## src/rtl/core/averaged_overtemp_alarm_debounce_defines.svh

```systemverilog
// assertion macros for the over-temperature alarm block
`ifndef AVERAGED_OVERTEMP_ALARM_DEBOUNCE_DEFINES_SVH
`define AVERAGED_OVERTEMP_ALARM_DEBOUNCE_DEFINES_SVH

`ifndef SYNTHESIS
// checked outside reset
`define AOAD_ASSERT(label, clk, rst_n, prop, msg) \
  label: assert property (@(posedge clk) disable iff (!rst_n) prop) else $error(msg);
// checked on every edge, reset included
`define AOAD_ASSERT_ALWAYS(label, clk, prop, msg) \
  label: assert property (@(posedge clk) prop) else $error(msg);
`else
`define AOAD_ASSERT(label, clk, rst_n, prop, msg)
`define AOAD_ASSERT_ALWAYS(label, clk, prop, msg)
`endif

`endif

```

## src/rtl/core/aoad_pkg.sv

```systemverilog
package aoad_pkg;

  localparam int unsigned AddrW = 4;
  localparam int unsigned DataW = 32;

  // register indexes, taken from paddr[3:2]
  localparam logic [1:0] REG_THRESHOLD = 2'd0;
  localparam logic [1:0] REG_SAMPLES   = 2'd1;
  localparam logic [1:0] REG_CONFIRM   = 2'd2;

  localparam logic [15:0] THRESHOLD_RST = 16'd23967;
  localparam logic [7:0]  SAMPLES_RST   = 8'd25;
  localparam logic [7:0]  CONFIRM_RST   = 8'd5;

  typedef struct packed {
    logic block_done;
    logic above_limit;
    logic alarm_active;
  } result_t;

  function automatic logic [7:0] sat_inc8(input logic [7:0] v);
    return (v == 8'hFF) ? v : v + 8'd1;
  endfunction

endpackage

```

## src/rtl/core/averaged_overtemp_alarm_debounce.sv

```systemverilog
// an input transfer passes the input register, then the result register, to the master side
// throughput: one sample per cycle while the master side takes results; the accumulate,
// compare and confirm update of the held state is combinational between both registers
// reset: asynchronous, clears sums, counters and alarm; registers return to
// threshold 23967, block length 25, confirm count 5
`include "averaged_overtemp_alarm_debounce_defines.svh"

module averaged_overtemp_alarm_debounce
  import aoad_pkg::*;
(
  input  logic               clk_i,
  input  logic               rst_ni,
  // sample stream
  input  logic               s_axis_tvalid,
  output logic               s_axis_tready,
  input  logic [15:0]        s_axis_tdata,  // [15:0] temperature_raw
  // result stream
  output logic               m_axis_tvalid,
  input  logic               m_axis_tready,
  output logic [7:0]         m_axis_tdata,  // [0] alarm_active, [1] above_limit, [2] block_done
  // configuration
  input  logic               psel,
  input  logic               penable,
  input  logic               pwrite,
  input  logic [AddrW-1:0]   paddr,
  input  logic [DataW-1:0]   pwdata,
  output logic [DataW-1:0]   prdata,
  output logic               pready
);

  logic [15:0] thr_q;
  logic [7:0]  spa_q;
  logic [7:0]  cc_q;

  logic        in_valid_q;
  logic [15:0] in_data_q;
  logic        out_valid_q;
  result_t     out_q;

  logic [7:0]  idx_q, idx_d;
  logic [23:0] run_q, run_d;
  logic [23:0] held_q, held_d;
  logic [7:0]  rise_cnt_q, rise_cnt_d;
  logic [7:0]  fall_cnt_q, fall_cnt_d;
  logic [7:0]  rise_el_q, rise_el_d;
  logic [7:0]  fall_el_q, fall_el_d;
  logic        alarm_q, alarm_d;

  logic        adv;
  logic [7:0]  len;
  logic [23:0] sum;
  logic [23:0] limit;
  logic        done_c;
  logic        above_c;
  logic [7:0]  rise_inc, fall_inc, step_cnt;
  logic        cfg_wr;

  // configuration port
  assign pready = 1'b1;
  assign cfg_wr = psel & penable & pwrite & pready;

  always_ff @(posedge clk_i or negedge rst_ni) begin
    if (!rst_ni) begin
      thr_q <= THRESHOLD_RST;
      spa_q <= SAMPLES_RST;
      cc_q  <= CONFIRM_RST;
    end else if (cfg_wr) begin
      case (paddr[3:2])
        REG_THRESHOLD: thr_q <= pwdata[15:0];
        REG_SAMPLES:   spa_q <= pwdata[7:0];
        REG_CONFIRM:   cc_q  <= pwdata[7:0];
        default: ;
      endcase
    end
  end

  always_comb begin
    case (paddr[3:2])
      REG_THRESHOLD: prdata = {16'd0, thr_q};
      REG_SAMPLES:   prdata = {24'd0, spa_q};
      REG_CONFIRM:   prdata = {24'd0, cc_q};
      default:       prdata = '0;
    endcase
  end

  // handshake: input register, then result register
  assign adv           = in_valid_q & (~out_valid_q | m_axis_tready);
  assign s_axis_tready = ~in_valid_q | adv;
  assign m_axis_tvalid = out_valid_q;
  assign m_axis_tdata  = {5'd0, out_q};

  always_ff @(posedge clk_i or negedge rst_ni) begin
    if (!rst_ni) begin
      in_valid_q <= 1'b0;
    end else if (s_axis_tready) begin
      in_valid_q <= s_axis_tvalid;
    end
  end

  always_ff @(posedge clk_i) begin
    if (s_axis_tready && s_axis_tvalid) begin
      in_data_q <= s_axis_tdata;
    end
  end

  always_ff @(posedge clk_i or negedge rst_ni) begin
    if (!rst_ni) begin
      out_valid_q <= 1'b0;
    end else if (adv) begin
      out_valid_q <= 1'b1;
    end else if (m_axis_tready) begin
      out_valid_q <= 1'b0;
    end
  end

  always_ff @(posedge clk_i) begin
    if (adv) begin
      out_q.alarm_active <= alarm_d;
      out_q.above_limit  <= above_c;
      out_q.block_done   <= done_c;
    end
  end

  // per-sample update
  always_comb begin
    len      = (spa_q == 8'd0) ? 8'd1 : spa_q;
    sum      = run_q + 24'(in_data_q);
    done_c   = ({1'b0, idx_q} + 9'd1) >= {1'b0, len};
    limit    = 24'(thr_q) * 24'(len);
    rise_inc = sat_inc8(rise_el_q);
    fall_inc = sat_inc8(fall_el_q);

    if (done_c) begin
      held_d = sum;
      run_d  = '0;
      idx_d  = '0;
    end else begin
      held_d = held_q;
      run_d  = sum;
      idx_d  = idx_q + 8'd1;
    end

    above_c    = held_d > limit;
    rise_el_d  = rise_inc;
    fall_el_d  = fall_inc;
    rise_cnt_d = rise_cnt_q;
    fall_cnt_d = fall_cnt_q;
    alarm_d    = alarm_q;
    step_cnt   = '0;

    if (above_c) begin
      fall_cnt_d = '0;
      if (rise_inc >= len) begin
        rise_el_d = '0;
        step_cnt  = sat_inc8(rise_cnt_q);
        if (step_cnt >= cc_q) begin
          rise_cnt_d = cc_q;
          alarm_d    = 1'b1;
        end else begin
          rise_cnt_d = step_cnt;
        end
      end
    end else begin
      rise_cnt_d = '0;
      if (fall_inc >= len) begin
        fall_el_d = '0;
        step_cnt  = sat_inc8(fall_cnt_q);
        if (step_cnt >= cc_q) begin
          fall_cnt_d = cc_q;
          alarm_d    = 1'b0;
        end else begin
          fall_cnt_d = step_cnt;
        end
      end
    end
  end

  always_ff @(posedge clk_i or negedge rst_ni) begin
    if (!rst_ni) begin
      idx_q      <= '0;
      run_q      <= '0;
      held_q     <= '0;
      rise_cnt_q <= '0;
      fall_cnt_q <= '0;
      rise_el_q  <= '0;
      fall_el_q  <= '0;
      alarm_q    <= 1'b0;
    end else if (adv) begin
      idx_q      <= idx_d;
      run_q      <= run_d;
      held_q     <= held_d;
      rise_cnt_q <= rise_cnt_d;
      fall_cnt_q <= fall_cnt_d;
      rise_el_q  <= rise_el_d;
      fall_el_q  <= fall_el_d;
      alarm_q    <= alarm_d;
    end
  end

  `AOAD_ASSERT(a_alarm_only_on_transfer, clk_i, rst_ni, !adv |=> $stable(alarm_q), "alarm moved")
  `AOAD_ASSERT(a_block_restarts, clk_i, rst_ni, adv && done_c |=> ~|{idx_q, run_q}, "no restart")
  `AOAD_ASSERT(a_result_matches_alarm, clk_i, rst_ni, adv |=> out_q.alarm_active == alarm_q, "alarm")
  `AOAD_ASSERT(a_one_counter_live, clk_i, rst_ni, rise_cnt_q == '0 || fall_cnt_q == '0, "both live")

endmodule
```

## config.mk

```make
export PLATFORM = sky130hd
export DESIGN_NAME = averaged_overtemp_alarm_debounce
export DESIGN_NICKNAME = d
export VERILOG_FILES = /design/src/rtl/core/aoad_pkg.sv /design/src/rtl/core/averaged_overtemp_alarm_debounce.sv
export VERILOG_INCLUDE_DIRS = /design/src /design/src/rtl/core
export SDC_FILE = /design/constraint.sdc
export NUM_CORES = 1
export LEC_CHECK = 0
export BUFFER_PORTS_ARGS = -buffer_cell sky130_fd_sc_hd__buf_2
export CAP_MARGIN = 20
export CELL_PAD_IN_SITES_DETAIL_PLACEMENT = 1
export CELL_PAD_IN_SITES_GLOBAL_PLACEMENT = 1
export CORE_AREA = 2 2 175 177
export CTS_CLUSTER_SIZE = 25
export DETAILED_ROUTE_END_ITERATION = 10
export DIE_AREA = 0 0 177 179
export PLACE_DENSITY_LB_ADDON = 0.1
export SETUP_SLACK_MARGIN = 0.05
export SYNTH_ARGS = -nofsm -noshare
export SYNTH_HDL_FRONTEND = slang
export SYNTH_SLANG_ARGS = --single-unit
```

## constraint.sdc

```tcl
create_clock -name clk_i -period 12.55 [get_ports clk_i]
set_input_delay 0.6275 -clock clk_i [delete_from_list [all_inputs] [get_ports clk_i]]
set_output_delay 0.6275 -clock clk_i [all_outputs]
set_load 0.01 [all_outputs]
```

* Word level (Yosys, flattened, before mapping)
Cells that the tools add are included.
Word-level totals: register bits after elaboration 142, bits of input ports 59, output and inout port bits 43, logic and storage cells 81
Cells by class: $add $sub $neg 7, multiply operators 1, order comparisons 6, eq/ne operators 7, multiplexer cells 26, bitwise operators 7, reductions and logical operators 10
Operators with widths (count):
- $mux W8 | 16
- $mux W24 | 2
- $pmux W16 S3 | 1
- $add A8 B1 Y8 const B | 5
- $eq A8 B8 Y1 const B | 4
- $ge A8 B8 Y1 | 4
- $add A24 B16 Y24 | 1
- $gt A24 B24 Y1 | 1
- $mul A16 B8 Y24 | 1
- $reduce_and A2 Y1 | 5
- $add A8 B1 Y9 const B | 1
- $ge A9 B8 Y1 | 1
- $logic_not A8 Y1 | 1
- $mux W1 | 7
- $reduce_bool A2 Y1 | 2
- $and A1 B1 Y1 | 3
- $eq A2 B1 Y1 const B | 1
- $eq A2 B2 Y1 const B | 1
- $logic_not A2 Y1 | 1
- $ne A2 B1 Y1 const B | 1
- $not A1 Y1 | 2
- $or A1 B1 Y1 | 2
- $logic_and A1 B1 Y1 | 1

* Depth between registers and ports, before layout
depth in word-level cells 7, gate-level depth with buffers 30

* Worst setup path after synthesis
No wires, ideal clock.
path kind register -> register, from reg spa_q[4], to reg out_q, in the netlist m_axis_tdata[0], data pin, setup time 0.256 ns, data arrival time 6.411 ns, required time 12.294 ns, path slack 5.883 ns, stages on the path, launching flop included 30, buffers on the path 3, path through dfstp_2 -> clkbuf_1 -> clkbuf_1 -> nand2_1 -> fa_1 -> fa_1 -> inv_1 -> fa_1 -> inv_1 -> fa_1 -> inv_1 -> ha_1 -> o21a_1 -> o21ai_1 -> o211ai_2 -> a31oi_4 -> o21bai_4 -> a2111oi_4 -> nor3_2 -> xnor2_1 -> ha_1 -> a21o_1 -> a21o_1 -> a21oi_1 -> o21ai_0 -> a211o_1 -> a21oi_1 -> buf_2 -> nand2_1 -> a22o_1
On the way: word-level cells in the longest chain between the ends 6, elaborated cells on any way between the ends 11, classes of those cells 1 x mul; 4 x order compare; 5 x mux; 1 x reduce/logical
RTL lines:
- start, declared | line averaged_overtemp_alarm_debounce.sv:32 | logic [7:0] spa_q;
- start signal, assigned | line averaged_overtemp_alarm_debounce.sv:70 | REG_SAMPLES: spa_q <= pwdata[7:0];
- $logic_not A8 Y1 | line averaged_overtemp_alarm_debounce.sv:126 | len = (spa_q == 8'd0) ? 8'd1 : spa_q;
- $mux W8 (*) | line averaged_overtemp_alarm_debounce.sv:126
- parallel branches: the longest is 3 deep, another holds $mul A16 B8 Y24
- $mux W1 (*) | line averaged_overtemp_alarm_debounce.sv:151 | if (above_c) begin
- via alarm_d | line averaged_overtemp_alarm_debounce.sv:47 | logic alarm_q, alarm_d;
- end, declared | line averaged_overtemp_alarm_debounce.sv:38 | result_t out_q;
Mark *: on every way through the listed nets, which the timed path passes. A chain may end at the register's enable or synchronous reset.

* Worst setup path after layout
from reg spa_q[5], to reg fall_cnt_q[3]
On the way: word-level cells in the longest chain between the ends 7, elaborated cells on any way between the ends 10, classes of those cells 1 x mul; 3 x order compare; 3 x mux; 3 x reduce/logical
RTL lines:
- $logic_not A8 Y1 | line averaged_overtemp_alarm_debounce.sv:126
- $mux W8 (*) | line averaged_overtemp_alarm_debounce.sv:126
- parallel branches: the longest is 5 deep, another holds $mul A16 B8 Y24
- end signal, assigned | line averaged_overtemp_alarm_debounce.sv:193 | fall_cnt_q <= fall_cnt_d;
- end, declared | line averaged_overtemp_alarm_debounce.sv:44 | logic [7:0] fall_cnt_q, fall_cnt_d;
Every way passes the cells marked *.

==> metrics <==
largest cells by area after synthesis=dfrtp_1 (20%), fa_1 (13%), ha_1 (12%); number of setup buffers added after CTS=0; Worst EP arrival=about 8700 ps; commonest non-fill, non-tap cells in the layout=nand2_1 (155), inv_1 (135), ha_1 (129); Worst EP required=12910 ps; ys flop type=dfrtp_1; fin crit period=about 8300 ps; Post-Syn Instances=1438; CP Capture Type=register; CTS resizes=0; Max Root-Sink Buffers=2; count of final hold-check violations=0; CTS tree=yes; Synth Area in XOR/XNOR=4.03%; final setup fails=0; Post-Synth Simple-Gate Area=17.3%; Synth async-reset ratio=approximately 87%; Synth Warn #=0; gr ovfl total=0; Least-Margin Pin Slew=around 1000 ps; Min-Delay Path Class=input port to asynchronous set/reset pin; leading cell type in the layout, fill and taps excluded=nand2_1; Max FO, Critical Path=19; largest family of logic cells by synthesized area=adder cells; Post-Synth Adder-Cell Area=between 20% and 30%; 1st-iter DRT viols=about 350; WS Path Type=register to register; PortBufs=between 60 and 70; DP Wirelength=25000 µm; initial core utilization=approximately 44%; first-pass GRT wire length=approximately 56000 µm; Layout Nets=about 1.7k; status=complete, no violations; post-route DRC violation count=0; post-synthesis mux area share=5.43%; sequential element share of the synthesized area=between 20 and 30%; die area=around 32000 µm²; RD Place Congestion=between 0.8 and 0.9; H-tree depth=4; Worst Skew=a little under 10 ps; Syn-to-layout area delta=9.72%; Max Fclk=0.120 GHz; Total GRT Usage=about 22%; area leader, netlist=dfrtp_1; fin. max-slew vios=0; Skew-Pair Late Insertion Delay=440 ps; setup_tns=0 ps; syn_area_per_cell=between 9 and 10 µm²; #FFs+latches synth=142; Via density=5.37; Compound-Gate Fraction of Synth Area=13.9%; hold_buf cts=0; clock root cell=clkbuf_16; 1st-pass router iterations=4; Startpoint Class=register; RSZ-0062 raised after global routing=false; Worst Reg-to-Reg Cells=26; Die Y=~180 µm; Mapped Area=13300 µm²; wire per inst=around 17 µm; CTS Sinks=between 100 and 150; period utilization=about 66%; total CTS buffers=17; vias in the first global route=roughly 11k; Ant. Diodes=0; Clk pin slew, worst setup/hold paths=around 70 ps; Core Region=30000 µm²; chip width=roughly 180 µm; post-route ant nets=0; EDFF count, synth=19; Detailed Route WL=32600 µm; fraction of layout cells with a size suffix above 1=10.9%; Max Cap Violations=0; pin count of the biggest net entering global routing=66; initial antenna violation count=0; synth unique cells=between 60 and 70; worst rel slew slack=slightly above 30%; row count=64; IO Pins=around 100; Synth top area share=20.2%; via count=roughly 10k
==> state kept, by name, indices dropped and copies added, names as in the netlist <==
register / cells
alarm_q: 1
cc_q: 8
fall_cnt_q: 8
fall_el_q: 8
held_q: 24
idx_q: 8
in_data_q: 16
in_valid_q: 1
m_axis_tdata: 3
m_axis_tvalid: 1
rise_cnt_q: 8
rise_el_q: 8
run_q: 24
spa_q: 8
thr_q: 16
==> worst max-delay path, stage by stage (launching register included) <==
cell	delay (ps)
dfrtp_1	720
inv_1	320
a41o_1	590
and2_1	320
fa_1	480
inv_1	50
fa_1	460
fa_1	540
inv_1	40
ha_1	340
o21a_2	170
a2111oi_4	440
o211ai_2	160
a31oi_4	220
o21bai_4	100
a2111oi_4	380
nor3_2	90
xnor2_1	130
ha_1	180
a21o_1	170
a21o_1	170
a21oi_1	130
o21ai_0	150
a211o_1	340
a21oi_1	840
nand2_1	420
o2bb2ai_1	240
==> cells by family (layout without fill, tap and decap cells) <==
kind of cell / Yosys count / after routing
buffers and inverters: 209 / 238
adder cells (fa/ha/maj): 214 / 214
flip-flops: 142 / 142
other: 2 / 22
multiplexers: 66 / 66
AND/OR/NAND/NOR: 463 / 463
XOR/XNOR: 61 / 61
AO/OA/AOI/OAI: 281 / 281
==> per-layer routing <==
metal | vias up | track usage [%] | share of wire [%]
met5 | - | 0 | 0
met4 | 0 | 4.68 | 0.95
met3 | 20 | 3.05 | 1.6
met2 | 51 | 41.1 | 53
met1 | 5131 | 27.6 | 45
li1 | 4903 | - | -
==> stage by stage <==
| step | util (%) | instances | worst slack (ps) | cell area, µm² | hold WS [ps] |
|---|---|---|---|---|---|
| detailed placement | 46.1 | 1851 | 4220 | 13900 | 460 |
| CTS | 48.5 | 1883 | 4130 | 14600 | 120 |
| global placement | 46.1 | 1851 | 4350 | 13900 | 450 |
| finish | 48.5 | 1883 | 4230 | 14600 | 125 |
| floorplan | - | 1458 | 5880 | 13300 | 332 |
| global route | 48.5 | 1883 | 3650 | 14600 | 144 |
==> final cells by class <==
type	instances	area [µm²]
flip-flops and latches	142	3670
multi-input cells	1107	8800
clock buffers	22	474
inverters	136	510
repair buffers	70	375
fillers	3507	15500
well taps	396	495
clock inverters	10	231
==> cell usage after synthesis (3+ instances only) <==
master and number:
nor2b_1 6, mux2_1 22, dfstp_2 16, nor3_1 14, clkbuf_1 37, buf_2 7, mux2i_1 18, buf_4 23
o21ai_0 54, and2_1 113, o211ai_1 3, a22o_1 13, buf_1 6, o22ai_1 3, inv_1 135, nand3b_1 3
fa_1 85, nor3b_1 4, o41ai_1 3, o21bai_1 4, edfxtp_1 19, o2bb2ai_1 7, nand3_1 41, xor2_1 22
or2_2 3, nand2_1 156, a31oi_1 5, nor2_1 65, o21a_1 11, dfrtp_1 107, a211oi_1 7, and3_1 13
o21ai_1 31, nand2b_1 16, o31ai_1 14, nand4_1 12, or3_1 8, xnor2_1 39, ha_1 129, a21o_1 29
a21oi_1 73, mux2_2 26, nor4_1 5
==> path summary, 6_finish.rpt <==
path | from | endpoint | slack [ps]
worst max-delay path | spa_q[5] | fall_cnt_q[3] | 4230
worst max register to register | spa_q[5] | fall_cnt_q[3] | 4230
worst min register to register | held_q[7] | held_q[7] | 470
worst min-delay path | rst_ni | held_q[16] | 120
max in group asynchronous | rst_ni | spa_q[7] | 10750
min in group clk_i | s_axis_tdata[2] | in_data_q[2] | 360
Power is not shown: default switching activity piles up to over one toggle a cycle in this logic, so the estimate is an artifact.
